[src/sv/cbc_pkg.sv]
// cbc_pkg: shared types, widths and codes of the cartridge bank controller
// no dependencies; imported by every module of the block

package cbc_pkg;

    localparam int KIND_W      = 3;
    localparam int TOTAL_W     = 10;
    localparam int ROM_BYTES_W = 24;
    localparam int RAM_BYTES_W = 18;
    localparam int ADDR_W      = 16;
    localparam int DATA_W      = 8;
    localparam int TARGET_W    = 2;
    localparam int OFFSET_W    = 23;
    localparam int CFG_IDX_W   = 2;
    localparam int CFG_DATA_W  = 24;
    localparam int WIN_ADDR_W  = 15;
    localparam int ROM_PAGE_W  = 14;
    localparam int RAM_PAGE_W  = 13;
    localparam int RAM_OFF_W   = 17;
    localparam int BANK_W      = 9;
    localparam int DIV_STEP    = 3;
    localparam int DIV_CYCLES  = BANK_W / DIV_STEP;

    localparam int DEFAULT_MAX_ROM_BANKS   = 512;
    localparam int DEFAULT_CLOCK_REG_COUNT = 5;

    localparam int QUEUE_DEPTH = 2;
    localparam int QUEUE_PTR_W = 1;
    localparam int QUEUE_CNT_W = 2;

    localparam logic [KIND_W-1:0] KIND_NONE = 3'd0;
    localparam logic [KIND_W-1:0] KIND_MBC1 = 3'd1;
    localparam logic [KIND_W-1:0] KIND_MBC3 = 3'd2;
    localparam logic [KIND_W-1:0] KIND_MBC5 = 3'd3;

    localparam logic [CFG_IDX_W-1:0] CFG_KIND       = 2'd0;
    localparam logic [CFG_IDX_W-1:0] CFG_BANK_TOTAL = 2'd1;
    localparam logic [CFG_IDX_W-1:0] CFG_ROM_BYTES  = 2'd2;
    localparam logic [CFG_IDX_W-1:0] CFG_RAM_BYTES  = 2'd3;

    localparam logic [TOTAL_W-1:0]     BANK_TOTAL_RST = 10'd2;
    localparam logic [ROM_BYTES_W-1:0] ROM_BYTES_RST  = 24'd32768;
    localparam logic [RAM_BYTES_W-1:0] RAM_BYTES_RST  = 18'd0;

    localparam logic [TARGET_W-1:0] TGT_NONE  = 2'd0;
    localparam logic [TARGET_W-1:0] TGT_ROM   = 2'd1;
    localparam logic [TARGET_W-1:0] TGT_RAM   = 2'd2;
    localparam logic [TARGET_W-1:0] TGT_CLOCK = 2'd3;

    localparam logic [1:0] CLS_ROM_READ = 2'd0;
    localparam logic [1:0] CLS_REG_WRITE = 2'd1;
    localparam logic [1:0] CLS_RAM      = 2'd2;
    localparam logic [1:0] CLS_OTHER    = 2'd3;

    localparam logic [1:0] REG_RAM_EN = 2'd0;
    localparam logic [1:0] REG_ROM_BANK = 2'd1;
    localparam logic [1:0] REG_HIGH   = 2'd2;
    localparam logic [1:0] REG_MODE   = 2'd3;

    localparam logic [DATA_W-1:0] OPEN_BUS       = 8'hFF;
    localparam logic [3:0]        RAM_EN_KEY     = 4'hA;
    localparam logic [DATA_W-1:0] CLOCK_SEL_BASE = 8'h08;
    localparam logic [DATA_W-1:0] CLOCK_SEL_LAST = 8'h0C;
    localparam logic [DATA_W-1:0] RAM_SEL_LAST   = 8'h03;

    typedef struct packed {
        logic [1:0]            cls;
        logic                  action;
        logic [WIN_ADDR_W-1:0] addr;
        logic [DATA_W-1:0]     data;
    } item_t;

    typedef struct packed {
        logic [KIND_W-1:0]      kind;
        logic [TOTAL_W-1:0]     bank_total;
        logic [ROM_BYTES_W-1:0] rom_bytes;
        logic [RAM_BYTES_W-1:0] ram_bytes;
    } cfg_t;

endpackage

[src/sv/cbc_req_if.sv]
// cbc_req_if: bus access channel with valid/ready handshake
// depends on cbc_pkg for field widths

interface cbc_req_if;
    logic                             valid;
    logic                             ready;
    logic                             action;
    logic [cbc_pkg::ADDR_W-1:0]       bus_address;
    logic [cbc_pkg::DATA_W-1:0]       write_byte;

    modport source (output valid, output action, output bus_address, output write_byte,
                    input ready);
    modport sink   (input valid, input action, input bus_address, input write_byte,
                    output ready);
endinterface

[src/sv/cbc_rsp_if.sv]
// cbc_rsp_if: result channel with valid/ready handshake
// depends on cbc_pkg for field widths

interface cbc_rsp_if;
    logic                             valid;
    logic                             ready;
    logic [cbc_pkg::TARGET_W-1:0]     target;
    logic [cbc_pkg::OFFSET_W-1:0]     mem_offset;
    logic                             ram_write_strobe;
    logic [cbc_pkg::DATA_W-1:0]       read_byte;

    modport source (output valid, output target, output mem_offset,
                    output ram_write_strobe, output read_byte, input ready);
    modport sink   (input valid, input target, input mem_offset,
                    input ram_write_strobe, input read_byte, output ready);
endinterface

[src/sv/cbc_front.sv]
// cbc_front: accepts bus accesses and sorts them into access classes
// depends on cbc_pkg and cbc_req_if; feeds cbc_queue

module cbc_front (
    cbc_req_if.sink          req,
    input  logic             full,
    output logic             push,
    output cbc_pkg::item_t   push_item
);
    import cbc_pkg::*;

    logic [1:0] cls;

    always_comb
    begin
        if (!req.bus_address[ADDR_W-1])
        begin
            cls = req.action ? CLS_REG_WRITE : CLS_ROM_READ;
        end
        else if (req.bus_address[ADDR_W-1:ADDR_W-3] == 3'b101)
        begin
            cls = CLS_RAM;
        end
        else
        begin
            cls = CLS_OTHER;
        end
    end

    assign req.ready        = !full;
    assign push             = req.valid && !full;
    assign push_item.cls    = cls;
    assign push_item.action = req.action;
    assign push_item.addr   = req.bus_address[WIN_ADDR_W-1:0];
    assign push_item.data   = req.write_byte;

endmodule

[src/sv/cbc_queue.sv]
// cbc_queue: short first-in first-out queue of classified transactions
// depends on cbc_pkg for the entry type and depth

module cbc_queue (
    input  logic             clk,
    input  logic             rst_n,
    input  logic             push,
    input  cbc_pkg::item_t   push_item,
    output logic             full,
    input  logic             pop,
    output logic             head_valid,
    output cbc_pkg::item_t   head
);
    import cbc_pkg::*;

    item_t                  entry_reg [QUEUE_DEPTH];
    logic [QUEUE_PTR_W-1:0] wr_ptr_reg;
    logic [QUEUE_PTR_W-1:0] rd_ptr_reg;
    logic [QUEUE_CNT_W-1:0] count_reg;
    logic [QUEUE_CNT_W-1:0] count_next;

    assign full       = (count_reg == QUEUE_CNT_W'(QUEUE_DEPTH));
    assign head_valid = (count_reg != '0);
    assign head       = entry_reg[rd_ptr_reg];

    always_comb
    begin
        count_next = count_reg;
        if (push && !pop)
        begin
            count_next = count_reg + 1'b1;
        end
        else if (pop && !push)
        begin
            count_next = count_reg - 1'b1;
        end
    end

    always_ff @(posedge clk or negedge rst_n)
    begin
        if (!rst_n)
        begin
            wr_ptr_reg <= '0;
            rd_ptr_reg <= '0;
            count_reg  <= '0;
        end
        else
        begin
            if (push)
            begin
                wr_ptr_reg <= wr_ptr_reg + 1'b1;
            end
            if (pop)
            begin
                rd_ptr_reg <= rd_ptr_reg + 1'b1;
            end
            count_reg <= count_next;
        end
    end

    always_ff @(posedge clk)
    begin
        if (push)
        begin
            entry_reg[wr_ptr_reg] <= push_item;
        end
    end

endmodule

[src/sv/cbc_back.sv]
// cbc_back: executes transactions: bank registers, bank wrap divider, results
// depends on cbc_pkg and cbc_rsp_if; drains cbc_queue

module cbc_back #(
    parameter int MAX_ROM_BANKS   = cbc_pkg::DEFAULT_MAX_ROM_BANKS,
    parameter int CLOCK_REG_COUNT = cbc_pkg::DEFAULT_CLOCK_REG_COUNT
) (
    input  logic                         clk,
    input  logic                         rst_n,
    input  cbc_pkg::cfg_t                cfg,
    input  logic                         kind_load,
    input  logic [cbc_pkg::KIND_W-1:0]   kind_value,
    input  logic                         head_valid,
    input  cbc_pkg::item_t               head,
    output logic                         pop,
    cbc_rsp_if.source                    rsp
);
    import cbc_pkg::*;

    localparam int CLK_IDX_W = (CLOCK_REG_COUNT > 1) ? $clog2(CLOCK_REG_COUNT) : 1;
    localparam logic [TOTAL_W-1:0] MAX_TOTAL = TOTAL_W'(MAX_ROM_BANKS);

    localparam logic [1:0] S_IDLE = 2'd0;
    localparam logic [1:0] S_DIV  = 2'd1;
    localparam logic [1:0] S_EMIT = 2'd2;

    logic [1:0]          state_reg, state_next;
    item_t               item_reg, item_next;
    logic [BANK_W-1:0]   dividend_reg, dividend_next;
    logic [TOTAL_W-1:0]  rem_reg, rem_next;
    logic [1:0]          step_reg, step_next;

    logic                ram_enable_reg, ram_enable_next;
    logic [4:0]          mbc1_low_bank_reg, mbc1_low_bank_next;
    logic [1:0]          mbc1_high_bits_reg, mbc1_high_bits_next;
    logic                mbc1_mode_reg, mbc1_mode_next;
    logic [6:0]          mbc3_rom_bank_reg, mbc3_rom_bank_next;
    logic [7:0]          mbc3_select_reg, mbc3_select_next;
    logic [8:0]          mbc5_rom_bank_reg, mbc5_rom_bank_next;
    logic [3:0]          mbc5_ram_bank_reg, mbc5_ram_bank_next;
    logic [DATA_W-1:0]   clock_regs_reg [CLOCK_REG_COUNT];
    logic                clock_wr;
    logic [CLK_IDX_W-1:0] clock_idx;

    logic                out_valid_reg;
    logic [TARGET_W-1:0] target_reg, res_target;
    logic [OFFSET_W-1:0] offset_reg, res_offset;
    logic                strobe_reg, res_strobe;
    logic [DATA_W-1:0]   byte_reg, res_byte;

    logic [TOTAL_W-1:0]  total_eff;
    logic [BANK_W-1:0]   head_bank;
    logic                head_wrap;
    logic                do_div;
    logic [TOTAL_W-1:0]  div_rem;
    logic [BANK_W-1:0]   div_dvd;
    logic                emit_fire;
    logic [OFFSET_W-1:0] rom_off;
    logic [DATA_W-1:0]   refused;
    logic [DATA_W-1:0]   sel_off;
    logic [3:0]          ram_bank;
    logic                ram_ok;
    logic [RAM_OFF_W-1:0] ram_off;

    assign total_eff = (cfg.bank_total > MAX_TOTAL) ? MAX_TOTAL : cfg.bank_total;
    assign pop       = (state_reg == S_IDLE) && head_valid;
    assign emit_fire = (state_reg == S_EMIT) && (!out_valid_reg || rsp.ready);

    // bank number of a ROM read, taken from the queue head
    always_comb
    begin
        head_bank = {{(BANK_W-1){1'b0}}, head.addr[ROM_PAGE_W]};
        head_wrap = 1'b0;
        case (cfg.kind)
            KIND_MBC1:
            begin
                head_wrap = 1'b1;
                if (!head.addr[ROM_PAGE_W])
                begin
                    head_bank = mbc1_mode_reg ? {2'b00, mbc1_high_bits_reg, 5'b00000} : '0;
                end
                else
                begin
                    head_bank = {2'b00, (mbc1_mode_reg ? 2'b00 : mbc1_high_bits_reg),
                                 mbc1_low_bank_reg};
                    if (head_bank[4:0] == 5'd0)
                    begin
                        head_bank[0] = 1'b1;
                    end
                end
            end
            KIND_MBC3:
            begin
                if (head.addr[ROM_PAGE_W])
                begin
                    head_wrap = 1'b1;
                    head_bank = (mbc3_rom_bank_reg == '0) ? BANK_W'(1) :
                                {2'b00, mbc3_rom_bank_reg};
                end
            end
            KIND_MBC5:
            begin
                if (head.addr[ROM_PAGE_W])
                begin
                    head_wrap = 1'b1;
                    head_bank = mbc5_rom_bank_reg;
                end
            end
            default:
            begin
                head_wrap = 1'b0;
            end
        endcase
    end

    assign do_div = head_wrap && (total_eff != '0) && (head.cls == CLS_ROM_READ);

    // restoring remainder, three quotient bits per cycle
    always_comb
    begin
        div_rem = rem_reg;
        div_dvd = dividend_reg;
        for (int i = 0; i < DIV_STEP; i++)
        begin
            div_rem = {div_rem[TOTAL_W-2:0], div_dvd[BANK_W-1]};
            div_dvd = {div_dvd[BANK_W-2:0], 1'b0};
            if (div_rem >= total_eff)
            begin
                div_rem = div_rem - total_eff;
            end
        end
    end

    always_comb
    begin
        state_next    = state_reg;
        item_next     = item_reg;
        dividend_next = dividend_reg;
        rem_next      = rem_reg;
        step_next     = step_reg;
        case (state_reg)
            S_IDLE:
            begin
                if (pop)
                begin
                    item_next     = head;
                    dividend_next = head_bank;
                    step_next     = '0;
                    if (do_div)
                    begin
                        rem_next   = '0;
                        state_next = S_DIV;
                    end
                    else
                    begin
                        rem_next   = {1'b0, head_bank};
                        state_next = S_EMIT;
                    end
                end
            end
            S_DIV:
            begin
                rem_next      = div_rem;
                dividend_next = div_dvd;
                step_next     = step_reg + 1'b1;
                if (step_reg == 2'(DIV_CYCLES - 1))
                begin
                    state_next = S_EMIT;
                end
            end
            S_EMIT:
            begin
                if (emit_fire)
                begin
                    state_next = S_IDLE;
                end
            end
            default:
            begin
                state_next = S_IDLE;
            end
        endcase
    end

    // result and register updates of the transaction in item_reg
    always_comb
    begin
        ram_enable_next     = ram_enable_reg;
        mbc1_low_bank_next  = mbc1_low_bank_reg;
        mbc1_high_bits_next = mbc1_high_bits_reg;
        mbc1_mode_next      = mbc1_mode_reg;
        mbc3_rom_bank_next  = mbc3_rom_bank_reg;
        mbc3_select_next    = mbc3_select_reg;
        mbc5_rom_bank_next  = mbc5_rom_bank_reg;
        mbc5_ram_bank_next  = mbc5_ram_bank_reg;
        clock_wr   = 1'b0;
        clock_idx  = '0;
        res_target = TGT_NONE;
        res_offset = '0;
        res_strobe = 1'b0;
        res_byte   = '0;
        refused    = item_reg.action ? '0 : OPEN_BUS;
        rom_off    = {rem_reg[BANK_W-1:0], item_reg.addr[ROM_PAGE_W-1:0]};
        sel_off    = mbc3_select_reg - CLOCK_SEL_BASE;
        ram_bank   = '0;
        ram_ok     = 1'b1;
        ram_off    = '0;
        case (item_reg.cls)
            CLS_ROM_READ:
            begin
                if (cfg.rom_bytes == '0 || {1'b0, rom_off} >= cfg.rom_bytes)
                begin
                    res_byte = OPEN_BUS;
                end
                else
                begin
                    res_target = TGT_ROM;
                    res_offset = rom_off;
                end
            end
            CLS_REG_WRITE:
            begin
                case (cfg.kind)
                    KIND_MBC1:
                    begin
                        case (item_reg.addr[14:13])
                            REG_RAM_EN:   ram_enable_next = (item_reg.data[3:0] == RAM_EN_KEY);
                            REG_ROM_BANK: mbc1_low_bank_next = (item_reg.data[4:0] == 5'd0) ?
                                                               5'd1 : item_reg.data[4:0];
                            REG_HIGH:     mbc1_high_bits_next = item_reg.data[1:0];
                            default:      mbc1_mode_next = item_reg.data[0];
                        endcase
                    end
                    KIND_MBC3:
                    begin
                        case (item_reg.addr[14:13])
                            REG_RAM_EN:   ram_enable_next = (item_reg.data[3:0] == RAM_EN_KEY);
                            REG_ROM_BANK: mbc3_rom_bank_next = (item_reg.data[6:0] == 7'd0) ?
                                                               7'd1 : item_reg.data[6:0];
                            REG_HIGH:     mbc3_select_next = item_reg.data;
                            default:      mbc3_select_next = mbc3_select_reg;
                        endcase
                    end
                    KIND_MBC5:
                    begin
                        case (item_reg.addr[14:13])
                            REG_RAM_EN:   ram_enable_next = (item_reg.data[3:0] == RAM_EN_KEY);
                            REG_ROM_BANK:
                            begin
                                if (!item_reg.addr[12])
                                begin
                                    mbc5_rom_bank_next = {mbc5_rom_bank_reg[8], item_reg.data};
                                end
                                else
                                begin
                                    mbc5_rom_bank_next = {item_reg.data[0],
                                                          mbc5_rom_bank_reg[7:0]};
                                end
                            end
                            REG_HIGH:     mbc5_ram_bank_next = item_reg.data[3:0];
                            default:      mbc5_ram_bank_next = mbc5_ram_bank_reg;
                        endcase
                    end
                    default:
                    begin
                        ram_enable_next = ram_enable_reg;
                    end
                endcase
            end
            CLS_RAM:
            begin
                if (cfg.ram_bytes == '0 || !ram_enable_reg)
                begin
                    ram_ok   = 1'b0;
                    res_byte = refused;
                end
                else
                begin
                    case (cfg.kind)
                        KIND_MBC1: ram_bank = mbc1_mode_reg ? {2'b00, mbc1_high_bits_reg} : '0;
                        KIND_MBC3:
                        begin
                            if (mbc3_select_reg >= CLOCK_SEL_BASE &&
                                mbc3_select_reg <= CLOCK_SEL_LAST)
                            begin
                                ram_ok = 1'b0;
                                if (32'(sel_off) >= CLOCK_REG_COUNT)
                                begin
                                    res_byte = refused;
                                end
                                else
                                begin
                                    clock_idx  = CLK_IDX_W'(sel_off);
                                    clock_wr   = item_reg.action;
                                    res_target = TGT_CLOCK;
                                    res_byte   = item_reg.action ? item_reg.data :
                                                 clock_regs_reg[clock_idx];
                                end
                            end
                            else if (mbc3_select_reg > RAM_SEL_LAST)
                            begin
                                ram_ok   = 1'b0;
                                res_byte = refused;
                            end
                            else
                            begin
                                ram_bank = {2'b00, mbc3_select_reg[1:0]};
                            end
                        end
                        KIND_MBC5: ram_bank = mbc5_ram_bank_reg;
                        default:   ram_bank = '0;
                    endcase
                    ram_off = {ram_bank, item_reg.addr[RAM_PAGE_W-1:0]};
                    if (ram_ok)
                    begin
                        if ({1'b0, ram_off} >= cfg.ram_bytes)
                        begin
                            res_byte = refused;
                        end
                        else
                        begin
                            res_target = TGT_RAM;
                            res_offset = OFFSET_W'(ram_off);
                            res_strobe = item_reg.action;
                        end
                    end
                end
            end
            default:
            begin
                res_byte = refused;
            end
        endcase
    end

    always_ff @(posedge clk or negedge rst_n)
    begin
        if (!rst_n)
        begin
            state_reg          <= S_IDLE;
            step_reg           <= '0;
            out_valid_reg      <= 1'b0;
            ram_enable_reg     <= 1'b1;
            mbc1_low_bank_reg  <= 5'd1;
            mbc1_high_bits_reg <= '0;
            mbc1_mode_reg      <= 1'b0;
            mbc3_rom_bank_reg  <= 7'd1;
            mbc3_select_reg    <= '0;
            mbc5_rom_bank_reg  <= 9'd1;
            mbc5_ram_bank_reg  <= '0;
            for (int i = 0; i < CLOCK_REG_COUNT; i++)
            begin
                clock_regs_reg[i] <= '0;
            end
        end
        else
        begin
            state_reg <= state_next;
            step_reg  <= step_next;
            if (emit_fire)
            begin
                out_valid_reg <= 1'b1;
            end
            else if (rsp.ready)
            begin
                out_valid_reg <= 1'b0;
            end
            if (kind_load)
            begin
                ram_enable_reg <= (kind_value == KIND_NONE);
            end
            else if (emit_fire)
            begin
                ram_enable_reg <= ram_enable_next;
            end
            if (emit_fire)
            begin
                mbc1_low_bank_reg  <= mbc1_low_bank_next;
                mbc1_high_bits_reg <= mbc1_high_bits_next;
                mbc1_mode_reg      <= mbc1_mode_next;
                mbc3_rom_bank_reg  <= mbc3_rom_bank_next;
                mbc3_select_reg    <= mbc3_select_next;
                mbc5_rom_bank_reg  <= mbc5_rom_bank_next;
                mbc5_ram_bank_reg  <= mbc5_ram_bank_next;
                if (clock_wr)
                begin
                    clock_regs_reg[clock_idx] <= item_reg.data;
                end
            end
        end
    end

    always_ff @(posedge clk)
    begin
        item_reg     <= item_next;
        dividend_reg <= dividend_next;
        rem_reg      <= rem_next;
        if (emit_fire)
        begin
            target_reg <= res_target;
            offset_reg <= res_offset;
            strobe_reg <= res_strobe;
            byte_reg   <= res_byte;
        end
    end

    assign rsp.valid            = out_valid_reg;
    assign rsp.target           = target_reg;
    assign rsp.mem_offset       = offset_reg;
    assign rsp.ram_write_strobe = strobe_reg;
    assign rsp.read_byte        = byte_reg;

    a_div_needs_total: assert property (@(posedge clk) disable iff (!rst_n)
        state_reg == S_DIV |-> total_eff != '0)
        else $error("divider running with zero bank total");

    a_pop_leaves_idle: assert property (@(posedge clk) disable iff (!rst_n)
        pop |=> state_reg != S_IDLE)
        else $error("popped transaction not taken up");

    a_result_from_emit: assert property (@(posedge clk) disable iff (!rst_n)
        $rose(out_valid_reg) |-> $past(state_reg == S_EMIT))
        else $error("result shown without emit step");

    a_rem_in_range: assert property (@(posedge clk) disable iff (!rst_n)
        (state_reg == S_EMIT && $past(state_reg == S_DIV)) |-> rem_reg < total_eff)
        else $error("wrapped bank not below bank total");

endmodule

[src/sv/cartridge_bank_controller_unit.sv]
// cartridge_bank_controller_unit: top level of the cartridge bank controller
// depends on cbc_pkg, cbc_req_if, cbc_rsp_if, cbc_front, cbc_queue, cbc_back
//
//   port      kind         contents
//   req       sink         action, bus_address, write_byte
//   rsp       source       target, mem_offset, ram_write_strobe, read_byte
//   cfg_*     write port   cfg_write, cfg_index, cfg_data
//
// a transaction passes through the back end's idle and emit states; banked ROM reads
// first pass through the bank wrap divider state (3 remainder bits per cycle)
// rst_n empties the queue, clears the clock registers and resets bank registers and config to defaults
// a 2-entry queue keeps req ready, while it is not full, as the back end works or rsp stalls;
// a finished result sits in the output register until taken

module cartridge_bank_controller_unit #(
    parameter int MAX_ROM_BANKS   = cbc_pkg::DEFAULT_MAX_ROM_BANKS,
    parameter int CLOCK_REG_COUNT = cbc_pkg::DEFAULT_CLOCK_REG_COUNT
) (
    input  logic                             clk,
    input  logic                             rst_n,
    cbc_req_if.sink                          req,
    cbc_rsp_if.source                        rsp,
    input  logic                             cfg_write,
    input  logic [cbc_pkg::CFG_IDX_W-1:0]    cfg_index,
    input  logic [cbc_pkg::CFG_DATA_W-1:0]   cfg_data
);
    import cbc_pkg::*;

    cfg_t  cfg_reg;
    logic  kind_load;
    logic  push;
    item_t push_item;
    logic  full;
    logic  pop;
    logic  head_valid;
    item_t head;

    assign kind_load = cfg_write && (cfg_index == CFG_KIND);

    always_ff @(posedge clk or negedge rst_n)
    begin
        if (!rst_n)
        begin
            cfg_reg.kind       <= KIND_NONE;
            cfg_reg.bank_total <= BANK_TOTAL_RST;
            cfg_reg.rom_bytes  <= ROM_BYTES_RST;
            cfg_reg.ram_bytes  <= RAM_BYTES_RST;
        end
        else if (cfg_write)
        begin
            case (cfg_index)
                CFG_KIND:       cfg_reg.kind       <= cfg_data[KIND_W-1:0];
                CFG_BANK_TOTAL: cfg_reg.bank_total <= cfg_data[TOTAL_W-1:0];
                CFG_ROM_BYTES:  cfg_reg.rom_bytes  <= cfg_data[ROM_BYTES_W-1:0];
                CFG_RAM_BYTES:  cfg_reg.ram_bytes  <= cfg_data[RAM_BYTES_W-1:0];
                default:        cfg_reg            <= cfg_reg;
            endcase
        end
    end

    cbc_front u_front (
        .req       (req),
        .full      (full),
        .push      (push),
        .push_item (push_item)
    );

    cbc_queue u_queue (
        .clk        (clk),
        .rst_n      (rst_n),
        .push       (push),
        .push_item  (push_item),
        .full       (full),
        .pop        (pop),
        .head_valid (head_valid),
        .head       (head)
    );

    cbc_back #(
        .MAX_ROM_BANKS   (MAX_ROM_BANKS),
        .CLOCK_REG_COUNT (CLOCK_REG_COUNT)
    ) u_back (
        .clk        (clk),
        .rst_n      (rst_n),
        .cfg        (cfg_reg),
        .kind_load  (kind_load),
        .kind_value (cfg_data[KIND_W-1:0]),
        .head_valid (head_valid),
        .head       (head),
        .pop        (pop),
        .rsp        (rsp)
    );

endmodule
[src/flat_wrapper.sv]
// flat-port wrapper written by rule: the top's interface ports become plain ports
module cartridge_bank_controller_unit_flat import cbc_pkg::*;
#(
    parameter int MAX_ROM_BANKS   = cbc_pkg::DEFAULT_MAX_ROM_BANKS,
    parameter int CLOCK_REG_COUNT = cbc_pkg::DEFAULT_CLOCK_REG_COUNT
)
  (clk, rst_n, cfg_write, cfg_index, cfg_data, req_valid, req_action, req_bus_address, req_write_byte, req_ready, rsp_valid, rsp_target, rsp_mem_offset, rsp_ram_write_strobe, rsp_read_byte, rsp_ready);
  cbc_req_if req_i ();
  cbc_rsp_if rsp_i ();
  input  logic clk;
  input  logic rst_n;
  input  logic cfg_write;
  input  logic [cbc_pkg::CFG_IDX_W-1:0] cfg_index;
  input  logic [cbc_pkg::CFG_DATA_W-1:0] cfg_data;
  input wire logic [$bits(req_i.valid)-1:0] req_valid;
  input wire logic [$bits(req_i.action)-1:0] req_action;
  input wire logic [$bits(req_i.bus_address)-1:0] req_bus_address;
  input wire logic [$bits(req_i.write_byte)-1:0] req_write_byte;
  output wire logic [$bits(req_i.ready)-1:0] req_ready;
  output wire logic [$bits(rsp_i.valid)-1:0] rsp_valid;
  output wire logic [$bits(rsp_i.target)-1:0] rsp_target;
  output wire logic [$bits(rsp_i.mem_offset)-1:0] rsp_mem_offset;
  output wire logic [$bits(rsp_i.ram_write_strobe)-1:0] rsp_ram_write_strobe;
  output wire logic [$bits(rsp_i.read_byte)-1:0] rsp_read_byte;
  input wire logic [$bits(rsp_i.ready)-1:0] rsp_ready;
  assign req_i.valid = req_valid;
  assign req_i.action = req_action;
  assign req_i.bus_address = req_bus_address;
  assign req_i.write_byte = req_write_byte;
  assign req_ready = req_i.ready;
  assign rsp_valid = rsp_i.valid;
  assign rsp_target = rsp_i.target;
  assign rsp_mem_offset = rsp_i.mem_offset;
  assign rsp_ram_write_strobe = rsp_i.ram_write_strobe;
  assign rsp_read_byte = rsp_i.read_byte;
  assign rsp_i.ready = rsp_ready;
  cartridge_bank_controller_unit #(.MAX_ROM_BANKS(MAX_ROM_BANKS), .CLOCK_REG_COUNT(CLOCK_REG_COUNT)) u_core (.clk(clk), .rst_n(rst_n), .req(req_i), .rsp(rsp_i), .cfg_write(cfg_write), .cfg_index(cfg_index), .cfg_data(cfg_data));
endmodule
[config.mk]
export PLATFORM = sky130hd
export DESIGN_NAME = cartridge_bank_controller_unit_flat
export DESIGN_NICKNAME = d
export VERILOG_FILES = /design/src/sv/cbc_pkg.sv /design/src/sv/cbc_req_if.sv /design/src/sv/cbc_rsp_if.sv /design/src/sv/cbc_front.sv /design/src/sv/cbc_queue.sv /design/src/sv/cbc_back.sv /design/src/sv/cartridge_bank_controller_unit.sv /design/src/flat_wrapper.sv
export SDC_FILE = /design/constraint.sdc
export NUM_CORES = 1
export LEC_CHECK = 0
export BUFFER_PORTS_ARGS = -buffer_cell sky130_fd_sc_hd__buf_2
export CORE_UTILIZATION = 41
export CTS_BUF_LIST = sky130_fd_sc_hd__clkbuf_16
export DETAILED_ROUTE_END_ITERATION = 10
export MAX_ROUTING_LAYER = met4
export PLACE_DENSITY = 0.65
export SYNTH_ARGS = -nofsm -noshare
export SYNTH_HDL_FRONTEND = slang
export SYNTH_SLANG_ARGS = --single-unit
[constraint.sdc]
create_clock -name clk -period 6.59 [get_ports clk]
set_clock_uncertainty 0.05 [all_clocks]
set_input_delay 0.3295 -clock clk [delete_from_list [all_inputs] [get_ports clk]]
set_output_delay 0.3295 -clock clk [all_outputs]
set_load 0.02 [all_outputs]
After elaboration in Yosys (flattened, before gate mapping)
Memory sizes are Yosys's and may differ from the RTL's. Cells that the tools add are included.

$add $sub $neg: 9. Magnitude comparators: 13. Eq/ne operators: 19. Multiplexer cells: 93. Bitwise logic cells: 6. Reduce and logical (&&, ||, !) cells: 60.

Operator list (count): $mux 8 (13); $mux 9 (7); $mux 17 (3); $pmux 23 s2 (1); $bwmux 40 (1); $mux 2 (18); $pmux 9 s2 (2); $mux 7 (5); $ge 10x10->1 (3); $reduce_and 4->1 (7); $pmux 9 s3 (1); $sub 9x9->9 (3); $bmux 8 s3 (1); $demux 8 s3 (1); $ge 23x24->1 (1); $logic_not 24->1 (1); $mux 1 (24); $pmux 8 s3 (1); $mux 23 (1); $ge 17x18->1 (1); $logic_not 18->1 (1); $reduce_bool 2->1 (8); $mux 3 (5); $eq 2x2->1 const B (7); 41 further kinds (84).

Register bits after elaboration: 219. RAM bits: 52. Bits of input ports: 56. Output and inout port bits: 36. Word-level logic and storage cells: 235. Memories: 1.

Memory list: u_core.u_queue.entry_reg (words 2, width 26, read ports 1, clocked after Yosys merged registers in 0, wr ports 1, line cbc_queue.sv:16) `item_t entry_reg [QUEUE_DEPTH];`.

Depth between registers and ports, before layout
Gate-level depths: netlist (run 1).

Depth in word-level cells: 13. Depth in mapped cells: 29. Mapped depth without buffers: 27.

By module
Synthesis (run 1) repeated with hierarchy kept, for this count alone.

Cells, all modules: 1150. Area, all modules: 14254.9 sq um.

Modules (own cells, without submodules): cbc_back (instances 1, cells each 905, area an instance 9753.1 sq um, sequential area each 4399.2 sq um); cbc_queue (instances 1, cells each 97, area an instance 2165.8 sq um, sequential area each 1661.6 sq um); cartridge_bank_controller_unit (instances 1, cells each 118, area an instance 2124.5 sq um, sequential area each 1378.8 sq um); cbc_front (instances 1, cells each 30, area an instance 211.5 sq um, sequential area each 0.0 sq um).

Worst setup path before layout (run 1)
Ideal clock, no wire load.

Kind: reg2reg. Start point: register u_core.cfg_reg[47] (netlist bit). End point: register u_core.u_back.rem_reg[5], data pin. Setup time: 0.263 ns. Data arrival time: 5.744 ns. Required time: 6.277 ns. Setup slack: 0.533 ns. Cell stages (with the launch flop): 26. Path buffers: 2. Clock period less this slack: 6.057 ns. Path through: dfrtp_1 nor4_1 nand3_1 nand2_1 nand2_1 ha_1 nand4_1 o211a_1 or2_2 clkbuf_1 o21ai_0 inv_1 fa_1 nand2b_1 a211oi_1 o31ai_1 a21oi_1 mux2_2 ha_1 or2_2 a21oi_1 a31o_2 clkbuf_1 o21ai_0 a21oi_1 o32ai_1.

Cells in the longest elaborated chain, start to end: 9. Elaborated cells on any way between the ends: 17. Those cells by class: add/sub (3); order compare (4); mux (7); reduce/logical (3).

RTL lines: from (decl) (line cartridge_bank_controller_unit.sv:29) `cfg_t cfg_reg;`; from (signal assigned) (line cartridge_bank_controller_unit.sv:56) `default: cfg_reg <= cfg_reg;`; $gt 10x10->1 (line cbc_back.sv:65) `assign total_eff = (cfg.bank_total > MAX_TOTAL) ? MAX_TOTAL : cfg.bank_total;`; $mux 10 * (line cbc_back.sv:65); $sub 9x9->9 / $ge 10x10->1 (equally long branches) (line cbc_back.sv:129, cbc_back.sv:127); $mux 9 (line cbc_back.sv:127) `if (div_rem >= total_eff)`; $sub 9x9->9 / $ge 10x10->1 (equally long branches) (line cbc_back.sv:129, cbc_back.sv:127); $mux 9 (line cbc_back.sv:127); $sub 9x9->9 / $ge 10x10->1 (equally long branches) (line cbc_back.sv:129, cbc_back.sv:127); $mux 9 (line cbc_back.sv:127); $pmux 9 s2 * (line cbc_back.sv:141) `case (state_reg)`; via u_core.u_back.rem_next[5] (line cbc_back.sv:30) `logic [TOTAL_W-1:0] rem_reg, rem_next;`; to (signal assigned) (line cbc_back.sv:397) `rem_reg <= rem_next;`; to (decl) (line cbc_back.sv:30).

The timed path passes the listed nets; every way through them passes the cells marked *. The select of a mux whose other input is x is not followed. A chain may end at the register's enable or synchronous reset.

Worst setup path after layout (run 1)
Start point: register u_core.cfg_reg[51] (netlist bit). End point: register u_core.u_back.rem_reg[6], data pin.

Same word-level chain as after synthesis.

==> results of run 1 <==
worst max-delay path: stages (launching register included):
cell	delay [ps]
dfrtp_1	430
inv_1	190
nand2_1	270
fa_1	500
a21o_1	190
a221oi_1	320
o211a_1	220
or2_2	260
mux2_2	400
ha_1	370
nand4_1	160
a211oi_2	210
o31ai_1	120
a21oi_1	130
buf_4	190
mux2_2	370
ha_1	320
or2_2	300
a21oi_1	220
a31oi_2	120
a31oi_1	170
a21boi_0	250
o32ai_1	140
worst max path at each step:
stage | from | endpoint | slack [ps]
after floorplan | u_core.cfg_reg[47]$_DFFE_PN0P_ | u_core.u_back.rem_reg[5]$_DFFE_PP_ | 530
after global placement | u_core.cfg_reg[47]$_DFFE_PN0P_ | u_core.u_back.rem_reg[3]$_DFFE_PP_ | 440
after detailed placement | u_core.cfg_reg[47]$_DFFE_PN0P_ | u_core.u_back.rem_reg[6]$_DFFE_PP_ | 190
after CTS | u_core.cfg_reg[47]$_DFFE_PN0P_ | u_core.u_back.rem_reg[6]$_DFFE_PP_ | 150
after global routing | u_core.cfg_reg[47]$_DFFE_PN0P_ | u_core.u_back.rem_reg[6]$_DFFE_PP_ | 10
final | u_core.cfg_reg[51]$_DFFE_PN0P_ | u_core.u_back.rem_reg[6]$_DFFE_PP_ | 400
metal layers:
layer | track usage (%) | up-vias
met3 | 3.07 | 57
li1 | - | 4368
met5 | - | -
met2 | 31.3 | 237
met1 | 28.2 | 4587
met4 | 5.42 | 0
synthesized netlist by cell type, types with 5 or more instances:
library cell  count  area share (%)
nand2_1          64             1.7
clkbuf_1         30            0.82
nor3b_1          16            0.87
o211ai_1          9            0.49
dfrtp_1         135              25
and2_1           12            0.55
a21o_1           15            0.82
nand3_1          15            0.55
xnor2_1          18             1.1
mux2_4            8            0.87
ha_1             73             6.6
nand2b_1         19            0.86
a31oi_1          10            0.45
and3_1            7            0.32
mux4_2            8             1.3
dfstp_2           6             1.1
xor2_1            7            0.45
o21ai_0          49             1.8
or3_1             6            0.27
or2_2             7            0.32
edfxtp_1        130              28
inv_1            63             1.7
a21oi_1          35             1.3
nand4_1          10            0.45
nor4_1           13            0.59
mux2_2          156              13
a211oi_1         16            0.87
mux2i_1           5            0.36
a22o_1            5            0.32
nor2_1           51             1.4
nor2b_1          11            0.50
nor3_1           17            0.62
a22oi_1           6            0.33
through the flow:
| stage | setup WS [ps] | hold slack (ps) |
|---|---|---|
| 6_report | 396 | 32.4 |
| 5_1_grt | 11.4 | 21.4 |
| 4_1_cts | 152 | 13.1 |
| 3_5_place_dp | 187 | 388 |
| 3_3_place_gp | 438 | 386 |
| 2_1_floorplan | 533 | -16.1 |
layout by cell type (no fill, tap or decap), drive strengths merged, types with 5 or more instances in the layout:
master,synthesis,layout
a21o,15,15
nand2,64,64
or3,7,7
nor4,14,14
xor2,7,7
mux2i,5,5
nor3b,16,16
a22o,5,5
clkinv,0,7
nand2b,20,20
mux2,164,164
edfxtp,130,130
dlygate4sd3,0,40
clkbuf,30,33
nor3,17,17
xnor2,18,18
nor2,51,51
and2,12,12
nand3,15,15
dfrtp,135,135
dfstp,6,6
a31oi,10,10
a21oi,35,35
a211oi,16,16
nand4,11,11
o211ai,9,9
o21ai,50,50
mux4,8,8
or2,7,7
a22oi,6,6
inv,63,74
buf,8,105
ha,73,73
nor2b,12,12
and3,8,8
what timing repair did:
action / 4_1_cts / 5_1_grt
endpoints found under the setup margin: 0 / 9
gates resized for setup: 0 / 9
hold buffers: 40 / 0
buffers inserted: 0 / 4
endpoints found under the hold margin: 152 / 0
cell type report:
cell class / instances / area, µm²
Inverter: 63 / 236
Fill cell: 2899 / 16600
Multi-Input combinational cell: 730 / 5960
Clock buffer: 33 / 826
Timing Repair Buffer: 145 / 967
Sequential cell: 271 / 7440
Tap cell: 442 / 553
Clock inverter: 21 / 154
logic make-up after synthesis:
kind of cell             synth area share [%]
buffers and inverters                    2.86
AND/OR/NAND/NOR                          10.7
flip-flops                               54.0
XOR/XNOR                                 1.59
AO/OA/AOI/OAI                            8.46
multiplexers                             15.3
adder cells (fa/ha/maj)                  7.07
==> impl_metrics.json, run 1 <==
{
  "finalHoldViolations": 0,
  "dieArea_um2": 34300,
  "synth-seq-cells": 271,
  "reg2regPathDepth": 22,
  "relSlewSlack_pct": 28.9,
  "post_dp_cell_area_um2": 14700,
  "period_needed_ps": 6190,
  "syn_inst": 1102,
  "cts_sinks": 271,
  "largest_register_ffs": 55,
  "root_buffer": "clkbuf_16",
  "worstReg2RegStart": "u_core.cfg_reg[51]$_DFFE_PN0P_",
  "top_layer": "met4",
  "antenna_left": 0,
  "grt-ovfl-total": 0,
  "critPathMaxFanout": 11,
  "reg2reg_to": "u_core.u_back.rem_reg[6]$_DFFE_PP_",
  "io_buffers": 91,
  "rows": 66,
  "syn_area_um2": 13800,
  "cp-start-kind": "register",
  "core_um2": 32800,
  "clock_path_buffers": 3,
  "synth_top_flop_cell": "dfrtp_1",
  "synth-edff-count": 130,
  "wire_per_inst_um": 19.5,
  "final_max_slew_viol_count": 0,
  "placed_cells": 1607,
  "avgSynthCellArea_um2": 12.5,
  "wl_mm": 33.2,
  "cts_buffers": 29,
  "status": "complete, no violations",
  "endpoint_kind": "register",
  "instances_no_fill": 1705,
  "hpwlAfterDp_mm": 23.2,
  "yosysUniqueCellTypes": 70,
  "fmax_mhz": 161,
  "wl_met1_mm": 15.6,
  "globalRouteTotalUtil_pct": 20.4,
  "grt_max_degree": 85,
  "period_share_pct": 94.0,
  "syn_nets": 1234,
  "grt_pass1_vias": 9196,
  "hold_start": "cfg_data[4]",
  "post-route-util_pct": 49.2,
  "yosysWarnings": 0,
  "min_to": "u_core.cfg_reg[46]$_DFFE_PN0P_",
  "drtPass1Iterations": 5,
  "area_growth_pct": 17.3,
  "design_area_um2": 16100,
  "worst_pin_slew_ps": 1060,
  "die_y_um": 185,
  "cts_tree": "built",
  "gp_congestion": 0.910,
  "async_reset_ff_share_pct": 52.0,
  "grt_pass1_wl_mm": 52.0,
  "setup_viol": 0,
  "dieWidth_um": 185,
  "drive_gt1_share_pct": 28.0,
  "min_path_cells": 2,
  "rsz0062_at_grt": "no",
  "worstPathArrival_ps": 6430,
  "ys_seq_area_share_pct": 54.0,
  "critPathKind": "register to register",
  "clock_latency_ps": 570,
  "vias": 9249,
  "htree_num_levels": 1,
  "drc": 0,
  "nets": 1372,
  "regToRegSetupSlack_ps": 400,
  "clk_pin_slew_ps": 60,
  "required_ps": 6830,
  "antenna_found_initial": 0,
  "tns_ps": 0,
  "cap_violations": 0,
  "first_iter_violations": 526,
  "routed_via_density": 5.42,
  "wl_met3_mm": 1.68,
  "io_pins": 92,
  "initial_core_util_pct": 42.0,
  "diodes": 0,
  "hold_class": "input port to register",
  "dr_wl_met2_mm": 15.1
}
Power of run 1 is left out: the tool's default activity adds up to more than one toggle a clock period on the data nets, which glitch-free logic cannot reach.
==> run 2: changes to the inputs <==
--- a/config.mk
+++ b/config.mk
@@ -5,12 +5,13 @@
 export SDC_FILE = /design/constraint.sdc
 export NUM_CORES = 1
 export LEC_CHECK = 0
-export BUFFER_PORTS_ARGS = -buffer_cell sky130_fd_sc_hd__buf_2
+export CORE_ASPECT_RATIO = 1.5
 export CORE_UTILIZATION = 41
 export CTS_BUF_LIST = sky130_fd_sc_hd__clkbuf_16
 export DETAILED_ROUTE_END_ITERATION = 10
+export DONT_BUFFER_PORTS = 1
 export MAX_ROUTING_LAYER = met4
-export PLACE_DENSITY = 0.65
+export PLACE_DENSITY = 0.62
 export SYNTH_ARGS = -nofsm -noshare
 export SYNTH_HDL_FRONTEND = slang
 export SYNTH_SLANG_ARGS = --single-unit
==> impl_metrics.json, run 2 (synthesized netlist as in run 1, its figures left out) <==
{
  "grt_pass1_vias": 9335,
  "dieWidth_um": 152,
  "htree_num_levels": 1,
  "cts_tree": "built",
  "regToRegSetupSlack_ps": 410,
  "final_max_slew_viol_count": 0,
  "worstPathArrival_ps": 6430,
  "dieArea_um2": 34300,
  "area_growth_pct": 14.9,
  "antenna_found_initial": 0,
  "reg2regPathDepth": 24,
  "worst_pin_slew_ps": 1210,
  "clk_pin_slew_ps": 60,
  "hold_class": "input port to register",
  "drive_gt1_share_pct": 22.2,
  "drc": 0,
  "wl_mm": 34.6,
  "critPathMaxFanout": 11,
  "final.setup.worst_slack_ps": 408,
  "dp_slack_ps": 275,
  "globalRouteTotalUtil_pct": 21.3,
  "reg2reg_to": "u_core.u_back.rem_reg[6]$_DFFE_PP_",
  "grt_max_degree": 142,
  "root_buffer": "clkbuf_16",
  "largest_register_ffs": 55,
  "clock_path_buffers": 3,
  "period_share_pct": 93.8,
  "vias": 9014,
  "rows": 81,
  "clock_latency_ps": 560,
  "gp_congestion": 0.944,
  "cp-start-kind": "register",
  "first_iter_violations": 431,
  "finalHoldViolations": 0,
  "grt_pass1_wl_mm": 53.4,
  "fmax_mhz": 162,
  "hold_start": "req_bus_address[14]",
  "drtPass1Iterations": 5,
  "min_path_cells": 2,
  "status": "complete, no violations",
  "mostFrequentLayoutCells": "156 x mux2_2, 135 x dfrtp_1, 130 x edfxtp_1",
  "period_needed_ps": 6180,
  "wire_per_inst_um": 21.6,
  "min_to": "u_core.u_queue.entry_reg[0][24]$_DFFE_PP_",
  "hpwlAfterDp_mm": 24.6,
  "cts_buffers": 29,
  "core_um2": 32800,
  "io_pins": 92,
  "tns_ps": 0,
  "routed_via_density": 5.63,
  "required_ps": 6830,
  "worstReg2RegStart": "u_core.cfg_reg[47]$_DFFE_PN0P_",
  "final_common_cell": "mux2_2",
  "io_buffers": 0,
  "critPathKind": "register to register",
  "setup_viol": 0,
  "nets": 1294,
  "die_y_um": 226,
  "cap_violations": 0,
  "antenna_left": 0,
  "rsz0062_at_grt": "no",
  "initial_core_util_pct": 41.9,
  "relSlewSlack_pct": 19.1,
  "diodes": 0,
  "endpoint_kind": "register",
  "grt-ovfl-total": 0,
  "cts_sinks": 271,
  "nFillCells": 2957
}
[run 2: changes by cell type in the layout (fill, tap and decap cells not counted), sizes merged]
cell         change
bufinv           +4
a31o             +1
clkinv           +7
clkbuf           -4
inv              -6
dlygate4sd3     +13
buf             -92
clkinvlp         -1
[run 2: final cells by class]
class | count | area [µm²] | area share (%)
inverter | 63 | 236 | 1.50
tap | 415 | 519 | 3.28
clock buffer | 29 | 726 | 4.59
multi-input combinational | 731 | 5980 | 37.8
sequential | 271 | 7440 | 47.0
clock inverter | 25 | 269 | 1.70
timing repair buffer | 66 | 648 | 4.10
[run 2: worst max path at each step]
stage	endpoint	from	depth (start not counted)
after floorplan	u_core.u_back.rem_reg[5]$_DFFE_PP_	u_core.cfg_reg[47]$_DFFE_PN0P_	25
after global routing	u_core.u_back.rem_reg[7]$_DFFE_PP_	u_core.cfg_reg[47]$_DFFE_PN0P_	25
after CTS	u_core.u_back.rem_reg[6]$_DFFE_PP_	u_core.cfg_reg[47]$_DFFE_PN0P_	24
after detailed placement	u_core.u_back.rem_reg[6]$_DFFE_PP_	u_core.cfg_reg[48]$_DFFE_PN0P_	24
final	u_core.u_back.rem_reg[6]$_DFFE_PP_	u_core.cfg_reg[47]$_DFFE_PN0P_	24
after global placement	u_core.u_back.rem_reg[8]$_DFFE_PP_	u_core.cfg_reg[47]$_DFFE_PN0P_	23
[run 2: stage by stage]
stage | util [%] | cell area [µm²] | std cells | hold slack, ps
after floorplan | - | 13800 | 1102 | -16.1
after global placement | 43.3 | 14200 | 1489 | 1.96
after detailed placement | 43.3 | 14200 | 1489 | 2.67
after CTS | 48.0 | 15800 | 1597 | 31.8
after global routing | 48.2 | 15800 | 1600 | 45.5
final | 48.2 | 15800 | 1600 | 50.8
[run 2: metal layers]
metal | GRT usage, % | wire length [µm] | vias to the layer above
li1 | - | - | 4208
met1 | 24.8 | 14100 | 4485
met2 | 37.2 | 17700 | 239
met3 | 2.37 | 1400 | 82
met4 | 8.21 | 1370 | 0
met5 | - | 0 | -
[run 2: critical path, stage by stage (launching register included)]
cell	delay [ps]
dfrtp_1	390
nor4_1	300
nand3_1	140
nand2_1	100
nand2_1	140
ha_1	390
a211o_1	280
a21oi_1	160
o211a_1	210
or2_4	210
mux2_2	380
ha_1	370
nand4_1	170
a211oi_2	210
o31ai_1	140
a21oi_1	140
buf_4	190
mux2_2	390
ha_1	340
or2_2	320
a21oi_2	250
a31oi_2	120
a31oi_1	170
a21boi_0	240
o32ai_1	130
[run 2: timing repair]
action,CTS,global route
setup endpoints to repair,0,9
hold buffers,54,0
buffers inserted,0,2
hold endpoints to repair,250,0
gates resized for setup,0,11
Power of run 2 is left out for the same reason.
